### config.mk
export PLATFORM = sky130hd
export DESIGN_NAME = sha256_hash_core
export DESIGN_NICKNAME = d
export VERILOG_FILES = /design/src/rtl/sha256_pkg.sv /design/src/rtl/sha256_dp.sv /design/src/rtl/sha256_ctrl.sv /design/src/rtl/sha256_hash_core.sv
export SDC_FILE = /design/constraint.sdc
export NUM_CORES = 2
export LEC_CHECK = 0
export BUFFER_PORTS_ARGS = -buffer_cell sky130_fd_sc_hd__buf_2
export CORE_MARGIN = 1.5
export CORE_UTILIZATION = 45
export DETAILED_ROUTE_END_ITERATION = 8
export SYNTH_ARGS = -nofsm -noshare
export SYNTH_HDL_FRONTEND = slang
export SYNTH_HIERARCHICAL = 1
export SYNTH_SLANG_ARGS = --single-unit
### constraint.sdc
create_clock -name clk -period 9.5 [get_ports clk]
set_input_delay 0.475 -clock clk [delete_from_list [all_inputs] [get_ports clk]]
set_output_delay 0.475 -clock clk [all_outputs]
set_load 0.1 [all_outputs]
### src/rtl/sha256_pkg.sv
package sha256_pkg;

    typedef struct packed {
        logic [31:0] data_word;
        logic [2:0]  valid_bytes;
        logic        last_word;
    } msg_beat_t;

    typedef struct packed {
        logic [31:0] digest_word;
        logic [2:0]  word_index;
        logic        digest_done;
    } digest_beat_t;

    typedef enum logic [2:0] {
        SRC_DATA,
        SRC_PAD,
        SRC_ZERO,
        SRC_LEN_HI,
        SRC_LEN_LO
    } push_src_t;

    typedef struct packed {
        logic      push;
        push_src_t src;
        logic      count_bytes;
        logic      load_vars;
        logic      round;
        logic [5:0] round_idx;
        logic      add_chain;
        logic      shift_out;
        logic      restart;
    } dp_cmd_t;

    typedef struct packed {
        logic last;
        logic full;
    } dp_status_t;

    localparam logic [31:0] PAD_WORD = 32'h8000_0000;

    localparam logic [31:0] INITIAL_HASH [8] = '{
        32'h6a09e667, 32'hbb67ae85, 32'h3c6ef372, 32'ha54ff53a,
        32'h510e527f, 32'h9b05688c, 32'h1f83d9ab, 32'h5be0cd19
    };

    localparam logic [31:0] ROUND_CONST [64] = '{
        32'h428a2f98, 32'h71374491, 32'hb5c0fbcf, 32'he9b5dba5,
        32'h3956c25b, 32'h59f111f1, 32'h923f82a4, 32'hab1c5ed5,
        32'hd807aa98, 32'h12835b01, 32'h243185be, 32'h550c7dc3,
        32'h72be5d74, 32'h80deb1fe, 32'h9bdc06a7, 32'hc19bf174,
        32'he49b69c1, 32'hefbe4786, 32'h0fc19dc6, 32'h240ca1cc,
        32'h2de92c6f, 32'h4a7484aa, 32'h5cb0a9dc, 32'h76f988da,
        32'h983e5152, 32'ha831c66d, 32'hb00327c8, 32'hbf597fc7,
        32'hc6e00bf3, 32'hd5a79147, 32'h06ca6351, 32'h14292967,
        32'h27b70a85, 32'h2e1b2138, 32'h4d2c6dfc, 32'h53380d13,
        32'h650a7354, 32'h766a0abb, 32'h81c2c92e, 32'h92722c85,
        32'ha2bfe8a1, 32'ha81a664b, 32'hc24b8b70, 32'hc76c51a3,
        32'hd192e819, 32'hd6990624, 32'hf40e3585, 32'h106aa070,
        32'h19a4c116, 32'h1e376c08, 32'h2748774c, 32'h34b0bcb5,
        32'h391c0cb3, 32'h4ed8aa4a, 32'h5b9cca4f, 32'h682e6ff3,
        32'h748f82ee, 32'h78a5636f, 32'h84c87814, 32'h8cc70208,
        32'h90befffa, 32'ha4506ceb, 32'hbef9a3f7, 32'hc67178f2
    };

    function automatic logic [31:0] big_sigma0(input logic [31:0] x);
        big_sigma0 = {x[1:0], x[31:2]} ^ {x[12:0], x[31:13]} ^ {x[21:0], x[31:22]};
    endfunction

    function automatic logic [31:0] big_sigma1(input logic [31:0] x);
        big_sigma1 = {x[5:0], x[31:6]} ^ {x[10:0], x[31:11]} ^ {x[24:0], x[31:25]};
    endfunction

    function automatic logic [31:0] small_sigma0(input logic [31:0] x);
        small_sigma0 = {x[6:0], x[31:7]} ^ {x[17:0], x[31:18]} ^ {3'b000, x[31:3]};
    endfunction

    function automatic logic [31:0] small_sigma1(input logic [31:0] x);
        small_sigma1 = {x[16:0], x[31:17]} ^ {x[18:0], x[31:19]} ^ {10'd0, x[31:10]};
    endfunction

endpackage

### src/rtl/sha256_dp.sv
module sha256_dp (
    input  logic                  clk,
    input  logic                  rst_n,
    input  sha256_pkg::msg_beat_t  msg_beat,
    input  sha256_pkg::dp_cmd_t    cmd,
    output sha256_pkg::dp_status_t status,
    output logic [31:0]           digest_word
);
    import sha256_pkg::*;

    logic [31:0] chain_reg [8];
    logic [31:0] chain_next [8];
    logic [31:0] vars_reg [8];
    logic [31:0] vars_next [8];
    logic [31:0] window_reg [16];
    logic [31:0] window_next [16];
    logic [31:0] bytes_reg;
    logic [31:0] bytes_next;
    logic [31:0] data_word;
    logic [31:0] push_word;
    logic [31:0] sched_word;
    logic [31:0] t1;
    logic [31:0] t2;
    logic [2:0]  byte_add;

    assign status.last = msg_beat.last_word;
    assign status.full = msg_beat.valid_bytes[2];
    assign digest_word = chain_reg[0];

    always_comb
    begin
        if (!msg_beat.last_word || msg_beat.valid_bytes[2])
        begin
            data_word = msg_beat.data_word;
            byte_add  = 3'd4;
        end
        else
        begin
            byte_add = msg_beat.valid_bytes;
            unique case (msg_beat.valid_bytes[1:0])
                2'd0: data_word = PAD_WORD;
                2'd1: data_word = {msg_beat.data_word[31:24], 24'h800000};
                2'd2: data_word = {msg_beat.data_word[31:16], 16'h8000};
                2'd3: data_word = {msg_beat.data_word[31:8], 8'h80};
                default: data_word = PAD_WORD;
            endcase
        end
    end

    always_comb
    begin
        unique case (cmd.src)
            SRC_DATA:   push_word = data_word;
            SRC_PAD:    push_word = PAD_WORD;
            SRC_ZERO:   push_word = 32'd0;
            SRC_LEN_HI: push_word = {29'd0, bytes_reg[31:29]};
            SRC_LEN_LO: push_word = {bytes_reg[28:0], 3'b000};
            default:    push_word = 32'd0;
        endcase
    end

    assign sched_word = small_sigma1(window_reg[14]) + window_reg[9]
                        + small_sigma0(window_reg[1]) + window_reg[0];

    assign t1 = vars_reg[7] + big_sigma1(vars_reg[4])
                + ((vars_reg[4] & vars_reg[5]) ^ (~vars_reg[4] & vars_reg[6]))
                + ROUND_CONST[cmd.round_idx] + window_reg[0];
    assign t2 = big_sigma0(vars_reg[0])
                + ((vars_reg[0] & vars_reg[1]) ^ (vars_reg[0] & vars_reg[2])
                   ^ (vars_reg[1] & vars_reg[2]));

    always_comb
    begin
        window_next = window_reg;
        if (cmd.push || cmd.round)
        begin
            for (int i = 0; i < 15; i++)
            begin
                window_next[i] = window_reg[i + 1];
            end
            window_next[15] = cmd.push ? push_word : sched_word;
        end

        vars_next = vars_reg;
        if (cmd.load_vars)
        begin
            vars_next = chain_reg;
        end
        else if (cmd.round)
        begin
            vars_next[7] = vars_reg[6];
            vars_next[6] = vars_reg[5];
            vars_next[5] = vars_reg[4];
            vars_next[4] = vars_reg[3] + t1;
            vars_next[3] = vars_reg[2];
            vars_next[2] = vars_reg[1];
            vars_next[1] = vars_reg[0];
            vars_next[0] = t1 + t2;
        end

        chain_next = chain_reg;
        priority if (cmd.restart)
        begin
            chain_next = INITIAL_HASH;
        end
        else if (cmd.add_chain)
        begin
            for (int i = 0; i < 8; i++)
            begin
                chain_next[i] = chain_reg[i] + vars_reg[i];
            end
        end
        else if (cmd.shift_out)
        begin
            for (int i = 0; i < 7; i++)
            begin
                chain_next[i] = chain_reg[i + 1];
            end
            chain_next[7] = chain_reg[0];
        end

        bytes_next = bytes_reg;
        if (cmd.restart)
        begin
            bytes_next = 32'd0;
        end
        else if (cmd.count_bytes)
        begin
            bytes_next = bytes_reg + {29'd0, byte_add};
        end
    end

    always_ff @(posedge clk or negedge rst_n)
    begin
        if (!rst_n)
        begin
            chain_reg <= INITIAL_HASH;
            bytes_reg <= 32'd0;
        end
        else
        begin
            chain_reg <= chain_next;
            bytes_reg <= bytes_next;
        end
    end

    always_ff @(posedge clk)
    begin
        vars_reg   <= vars_next;
        window_reg <= window_next;
    end

endmodule

### src/rtl/sha256_ctrl.sv
module sha256_ctrl (
    input  logic                  clk,
    input  logic                  rst_n,
    input  logic                  msg_valid,
    output logic                  msg_stall,
    output logic                  dig_valid,
    input  logic                  dig_stall,
    output logic [2:0]            word_index,
    output logic                  digest_done,
    input  sha256_pkg::dp_status_t status,
    output sha256_pkg::dp_cmd_t    cmd
);
    import sha256_pkg::*;

    typedef enum logic [2:0] {
        ST_IDLE,
        ST_FILL,
        ST_ROUND,
        ST_FINAL,
        ST_EMIT
    } state_t;

    state_t      state_reg, state_next;
    logic [3:0]  pos_reg, pos_next;
    logic [5:0]  round_reg, round_next;
    logic [2:0]  index_reg, index_next;
    logic        finishing_reg, finishing_next;
    logic        pad_reg, pad_next;
    logic        hi_done_reg, hi_done_next;
    logic        emit_reg, emit_next;
    logic        dig_valid_reg, dig_valid_next;
    logic        msg_accept;
    logic        dig_accept;

    assign msg_stall   = (state_reg != ST_IDLE);
    assign msg_accept  = msg_valid && (state_reg == ST_IDLE);
    assign dig_valid   = dig_valid_reg;
    assign dig_accept  = dig_valid_reg && !dig_stall;
    assign word_index  = index_reg;
    assign digest_done = (index_reg == 3'd7);

    always_comb
    begin
        cmd            = '0;
        cmd.src        = SRC_DATA;
        cmd.round_idx  = round_reg;
        state_next     = state_reg;
        pos_next       = pos_reg;
        round_next     = round_reg;
        index_next     = index_reg;
        finishing_next = finishing_reg;
        pad_next       = pad_reg;
        hi_done_next   = hi_done_reg;
        emit_next      = emit_reg;
        dig_valid_next = dig_valid_reg;

        unique case (state_reg)
            ST_IDLE:
            begin
                if (msg_accept)
                begin
                    cmd.push        = 1'b1;
                    cmd.count_bytes = 1'b1;
                    pos_next        = pos_reg + 4'd1;
                    if (status.last)
                    begin
                        finishing_next = 1'b1;
                        pad_next       = status.full;
                        hi_done_next   = 1'b0;
                        emit_next      = 1'b0;
                    end
                    if (pos_reg == 4'd15)
                    begin
                        cmd.load_vars = 1'b1;
                        round_next    = 6'd0;
                        state_next    = ST_ROUND;
                    end
                    else if (status.last)
                    begin
                        state_next = ST_FILL;
                    end
                end
            end
            ST_FILL:
            begin
                cmd.push = 1'b1;
                pos_next = pos_reg + 4'd1;
                priority if (pad_reg)
                begin
                    cmd.src  = SRC_PAD;
                    pad_next = 1'b0;
                end
                else if (hi_done_reg)
                begin
                    cmd.src   = SRC_LEN_LO;
                    emit_next = 1'b1;
                end
                else if (pos_reg == 4'd14)
                begin
                    cmd.src      = SRC_LEN_HI;
                    hi_done_next = 1'b1;
                end
                else
                begin
                    cmd.src = SRC_ZERO;
                end
                if (pos_reg == 4'd15)
                begin
                    cmd.load_vars = 1'b1;
                    round_next    = 6'd0;
                    state_next    = ST_ROUND;
                end
            end
            ST_ROUND:
            begin
                cmd.round  = 1'b1;
                round_next = round_reg + 6'd1;
                if (round_reg == 6'd63)
                begin
                    state_next = ST_FINAL;
                end
            end
            ST_FINAL:
            begin
                cmd.add_chain = 1'b1;
                priority if (emit_reg)
                begin
                    index_next     = 3'd0;
                    dig_valid_next = 1'b1;
                    state_next     = ST_EMIT;
                end
                else if (finishing_reg)
                begin
                    state_next = ST_FILL;
                end
                else
                begin
                    state_next = ST_IDLE;
                end
            end
            ST_EMIT:
            begin
                if (dig_accept)
                begin
                    cmd.shift_out = 1'b1;
                    index_next    = index_reg + 3'd1;
                    if (index_reg == 3'd7)
                    begin
                        cmd.restart    = 1'b1;
                        dig_valid_next = 1'b0;
                        finishing_next = 1'b0;
                        emit_next      = 1'b0;
                        hi_done_next   = 1'b0;
                        pos_next       = 4'd0;
                        state_next     = ST_IDLE;
                    end
                end
            end
            default:
            begin
                state_next = ST_IDLE;
            end
        endcase
    end

    always_ff @(posedge clk or negedge rst_n)
    begin
        if (!rst_n)
        begin
            state_reg     <= ST_IDLE;
            pos_reg       <= 4'd0;
            round_reg     <= 6'd0;
            index_reg     <= 3'd0;
            finishing_reg <= 1'b0;
            pad_reg       <= 1'b0;
            hi_done_reg   <= 1'b0;
            emit_reg      <= 1'b0;
            dig_valid_reg <= 1'b0;
        end
        else
        begin
            state_reg     <= state_next;
            pos_reg       <= pos_next;
            round_reg     <= round_next;
            index_reg     <= index_next;
            finishing_reg <= finishing_next;
            pad_reg       <= pad_next;
            hi_done_reg   <= hi_done_next;
            emit_reg      <= emit_next;
            dig_valid_reg <= dig_valid_next;
        end
    end

endmodule

### src/rtl/sha256_hash_core.sv
// SHA-256 hash core.
// The message channel (msg_valid, msg_stall, msg_beat) takes one big-endian word per
// beat; valid_bytes is honored only on the beat with last_word set. The digest channel
// (dig_valid, dig_stall, dig_beat) returns eight beats, word_index 0 to 7, with
// digest_done on the eighth.
// A message beat is taken while msg_stall is low. Every sixteenth word starts a
// compression that holds msg_stall high: 64 rounds through the single round unit,
// then a fold of the result into the chaining hash. After the last word the padding,
// zero fill and length words are pushed one per cycle except while a compression runs;
// one or two compressions run in all, and the first digest beat appears when the last
// of them has folded its result into the chaining hash.
// While the receiver stalls, the digest beat holds and no message beat is taken; the
// initial hash is reloaded when the eighth digest beat is taken.
// Reset loads the initial hash, clears the byte count and returns to the idle state.
module sha256_hash_core (
    input  logic                      clk,
    input  logic                      rst_n,
    input  logic                      msg_valid,
    output logic                      msg_stall,
    input  sha256_pkg::msg_beat_t     msg_beat,
    output logic                      dig_valid,
    input  logic                      dig_stall,
    output sha256_pkg::digest_beat_t  dig_beat
);
    import sha256_pkg::*;

    dp_cmd_t    cmd;
    dp_status_t status;
    logic [31:0] digest_word;
    logic [2:0]  word_index;
    logic        digest_done;

    sha256_ctrl u_ctrl (
        .clk         (clk),
        .rst_n       (rst_n),
        .msg_valid   (msg_valid),
        .msg_stall   (msg_stall),
        .dig_valid   (dig_valid),
        .dig_stall   (dig_stall),
        .word_index  (word_index),
        .digest_done (digest_done),
        .status      (status),
        .cmd         (cmd)
    );

    sha256_dp u_dp (
        .clk         (clk),
        .rst_n       (rst_n),
        .msg_beat    (msg_beat),
        .cmd         (cmd),
        .status      (status),
        .digest_word (digest_word)
    );

    assign dig_beat.digest_word = digest_word;
    assign dig_beat.word_index  = word_index;
    assign dig_beat.digest_done = digest_done;

endmodule
==> qor.csv <==
stage,metric,value,unit
synth,mean post-synth cell area,10.7,sq um
grt,largest net degree at the start of global routing,188,
detailed_routing,WL final,232000,um
setup_path,crit path launch type,register,
timing,Max Clock Freq,119,MHz
synth,syn nets,7265,
cells_and_area,final instance area,77700,sq um
cells_and_area,Fillers,14100,
die,Starting Density,0.453,
synth,library cells used by synthesis,100,
setup_path,Setup CP Type,reg2reg,
timing,setup TNS,0,ps
clock_network,root buffer cell,clkbuf_16,
detailed_routing,Avg Vias per Cell,6.01,
synth,synth cell count leaders,"edfxtp_1 (768), inv_1 (493), a21oi_1 (442)",
outcome,status,"complete, no violations",
cells_and_area,Layout Utilization,0.498,
min_path,Min-Delay Path Depth,3,
timing,worst slew pin tran,1380,ps
synth,sequential cell area fraction in the yosys report,0.438,
detailed_routing,DR iter-0 viols,5945,
timing,post-layout min period,8420,ps
detailed_routing,WL met3,21500,um
die,Die X,399,um
setup_path,worst r2r src,u_ctrl/round_reg[0]$_DFFE_PN0P_,
placement,GP Congestion,0.952,
synth,top-area cell type share of the netlist area,0.326,
clock_network,# Post-CTS Setup Buffers,0,
synth,"FFs w/ async S/R, synth",0.287,
detailed_routing,Initial DRT Pass Iterations,6,
clock_network,CTS Sinks,1077,
setup_path,R2R setup slack,1080,ps
timing,max_slew headroom,0.0708,
min_path,Hold Startpoint,msg_beat[3],
setup_path,Critical Path AT,8950,ps
timing,WHS,62.5,ps
setup_path,RR Endpoint,u_dp/vars_reg[249]$_DFFE_PP_,
clock_network,clk slew on worst S/H paths,70,ps
synth,Yosys warning total,6,
detailed_routing,met1 wire length,106000,um
clock_network,CTS tree,yes,
detailed_routing,Post-DRT Antenna Nets,0,
synth,post-synth top area cell,edfxtp_1,
grt,total track usage,0.287,
placement,Area after DPL,73200,sq um
setup_path,CP Max Fanout,10,
die,Die Span Y,399,um
setup_path,max incr delay on CP,680,ps
timing,final setup fails,0,
clock_network,Num CTS Buffers,133,
setup_path,Worst Path Required,10030,ps
run,maxcap violations,0,
detailed_routing,met2 WL post-DR,96800,um
cells_and_area,Layout area overhead,9.92,%
clock_network,worst skew pair latency,810,ps
grt,number of global-route vias before repair,49200,
die,# rows,145,
setup_path,worst reg2reg path depth,28,
timing,crit share post-route,0.887,
placement,I/O Buffers,77,
synth,Synth Cell Area,70700,sq um
synth,Synth Register Bits,1077,
timing,Final Hold Fails,0,
min_path,hold crit path type,in2reg,
synth,Post-Syn Instances,6631,
detailed_routing,Vias,52800,
setup_path,critical path capture point type,register,
timing,clk_skew,95.7,ps
grt,initial antenna violation count,6,
die,core footprint,156000,sq um
die,Ports,78,
timing,Max Slew Vio Count,0,
setup_path,cell mode on critical path,inv_1,
detailed_routing,DRC errors left,0,
detailed_routing,routed length per instance,26.4,um
timing,RSZ-0062 raised after global routing,false,
die,full die area,160000,sq um
min_path,WHS Endpoint,u_ctrl/pad_reg$_DFFE_PN0P_,
setup_path,"Buf+Inv Stages, Crit Path",5,
cells_and_area,ratio of cells with drive above 1 in the final layout,0.122,
placement,hpwl dp,169000,um
clock_network,H-Tree Depth,4,
grt,total gr overflow,0,
synth,largest cells by area after synthesis,"edfxtp_1 (33%), ha_1 (7.0%), dfrtp_1 (6.1%)",
synth,most frequent cell after synthesis,edfxtp_1,
clock_network,Max clock buf depth,3,
setup_path,"Slowest-stage cell, CP",a2111oi_0,
synth,Post-synth EDFFs,768,
grt,global-route wire length before repair,337000,um
cells_and_area,Largest register FFs,512,
cells_and_area,fin nets,7247,
setup_path,"CP delay by family, top",compound AO/OA/AOI/OAI gates,
synth,Post-synth top flop,edfxtp_1,
detailed_routing,Max Used Layer,met5,
-- stage by stage --
step / setup WS, ps / cells
2_1_floorplan: 1070 / 6631
3_3_place_gp: 1230 / 8534
3_5_place_dp: 1230 / 8534
4_1_cts: 1190 / 8780
5_1_grt: 699 / 8780
6_report: 1080 / 8782
-- worst max-delay path by stage --
stage / end / start / depth (start not counted) / slack, ps
floorplan: u_dp/window_reg[0]$_DFFE_PP_ / u_ctrl/state_reg[2]$_DFFE_PN0P_ / 7 / 1070
global placement: u_dp/vars_reg[255]$_DFFE_PP_ / u_ctrl/round_reg[0]$_DFFE_PN0P_ / 33 / 1230
detailed placement: u_dp/vars_reg[249]$_DFFE_PP_ / u_ctrl/round_reg[0]$_DFFE_PN0P_ / 28 / 1230
CTS: u_dp/vars_reg[249]$_DFFE_PP_ / u_ctrl/round_reg[0]$_DFFE_PN0P_ / 28 / 1190
global route: u_dp/vars_reg[255]$_DFFE_PP_ / u_ctrl/round_reg[0]$_DFFE_PN0P_ / 33 / 700
finish: u_dp/vars_reg[249]$_DFFE_PP_ / u_ctrl/round_reg[0]$_DFFE_PN0P_ / 28 / 1080
-- cell usage in the layout (no fill, tap or decap), drive strengths merged, types with 16 or more instances in the layout --
| cell | n |
|---|---|
| clkbuf | 177 |
| a211o | 18 |
| fa | 196 |
| a21oi | 443 |
| a211oi | 155 |
| a22oi | 45 |
| o22ai | 58 |
| nor2 | 375 |
| o21bai | 52 |
| or3 | 47 |
| a31oi | 39 |
| nor4 | 16 |
| nand4 | 34 |
| o211ai | 68 |
| nor2b | 98 |
| a21o | 199 |
| nand3 | 93 |
| and3 | 37 |
| xnor2 | 343 |
| dfrtp | 173 |
| nand2b | 66 |
| ha | 398 |
| nor3 | 77 |
| nand2 | 411 |
| dfstp | 136 |
| inv | 506 |
| o31ai | 31 |
| and2 | 21 |
| clkinv | 47 |
| o21ai | 410 |
| mux2i | 154 |
| mux2 | 251 |
| buf | 167 |
| edfxtp | 768 |
| o21a | 63 |
| xor2 | 245 |
-- layer usage --
| layer | GRT usage | vias to the layer above |
|---|---|---|
| met2 | 0.408 | 2203 |
| met4 | 0.0815 | 8 |
| met1 | 0.432 | 26300 |
| li1 | - | 23900 |
| met5 | 0 | - |
| met3 | 0.0662 | 339 |
-- worst register-to-register path: cells and delay by family (launching register included) --
family          cells  cell delay [ps]
compound gates     10             3270
mux                 1              260
xor+xnor            2              370
flops               1              370
fa+ha+maj           6             2330
buf+inv             5              660
simple gates        4              920
-- layout make-up --
type                       count  area (sq um)  share of cell area
clock inverter                67           917              0.0118
timing repair buffer         169          1200              0.0155
antenna                        2          5.00           0.0000644
clock buffer                 177          3580              0.0461
tap                         2058          2570              0.0331
inverter                     501          1890              0.0243
multi-input combinational   4731         36600               0.471
sequential                  1077         31000               0.398
-- repair_timing --
action | in CTS | in global routing
endpoints found under the hold margin | 28 | 0
hold buffers | 2 | 0
gates resized for setup | 0 | 0
-- cell families after synthesis --
kind of cell             after synthesis  synth area share
XOR/XNOR                             588            0.0728
multiplexers                         411            0.0637
AND/OR/NAND/NOR                     1358            0.0914
buffers and inverters                823            0.0458
flip-flops                          1077             0.438
adder cells (fa/ha/maj)              597             0.126
AO/OA/AOI/OAI                       1777             0.162
Power is left out: the tool's default activity adds up to more than one toggle a clock period on the data nets, which glitch-free logic cannot reach.
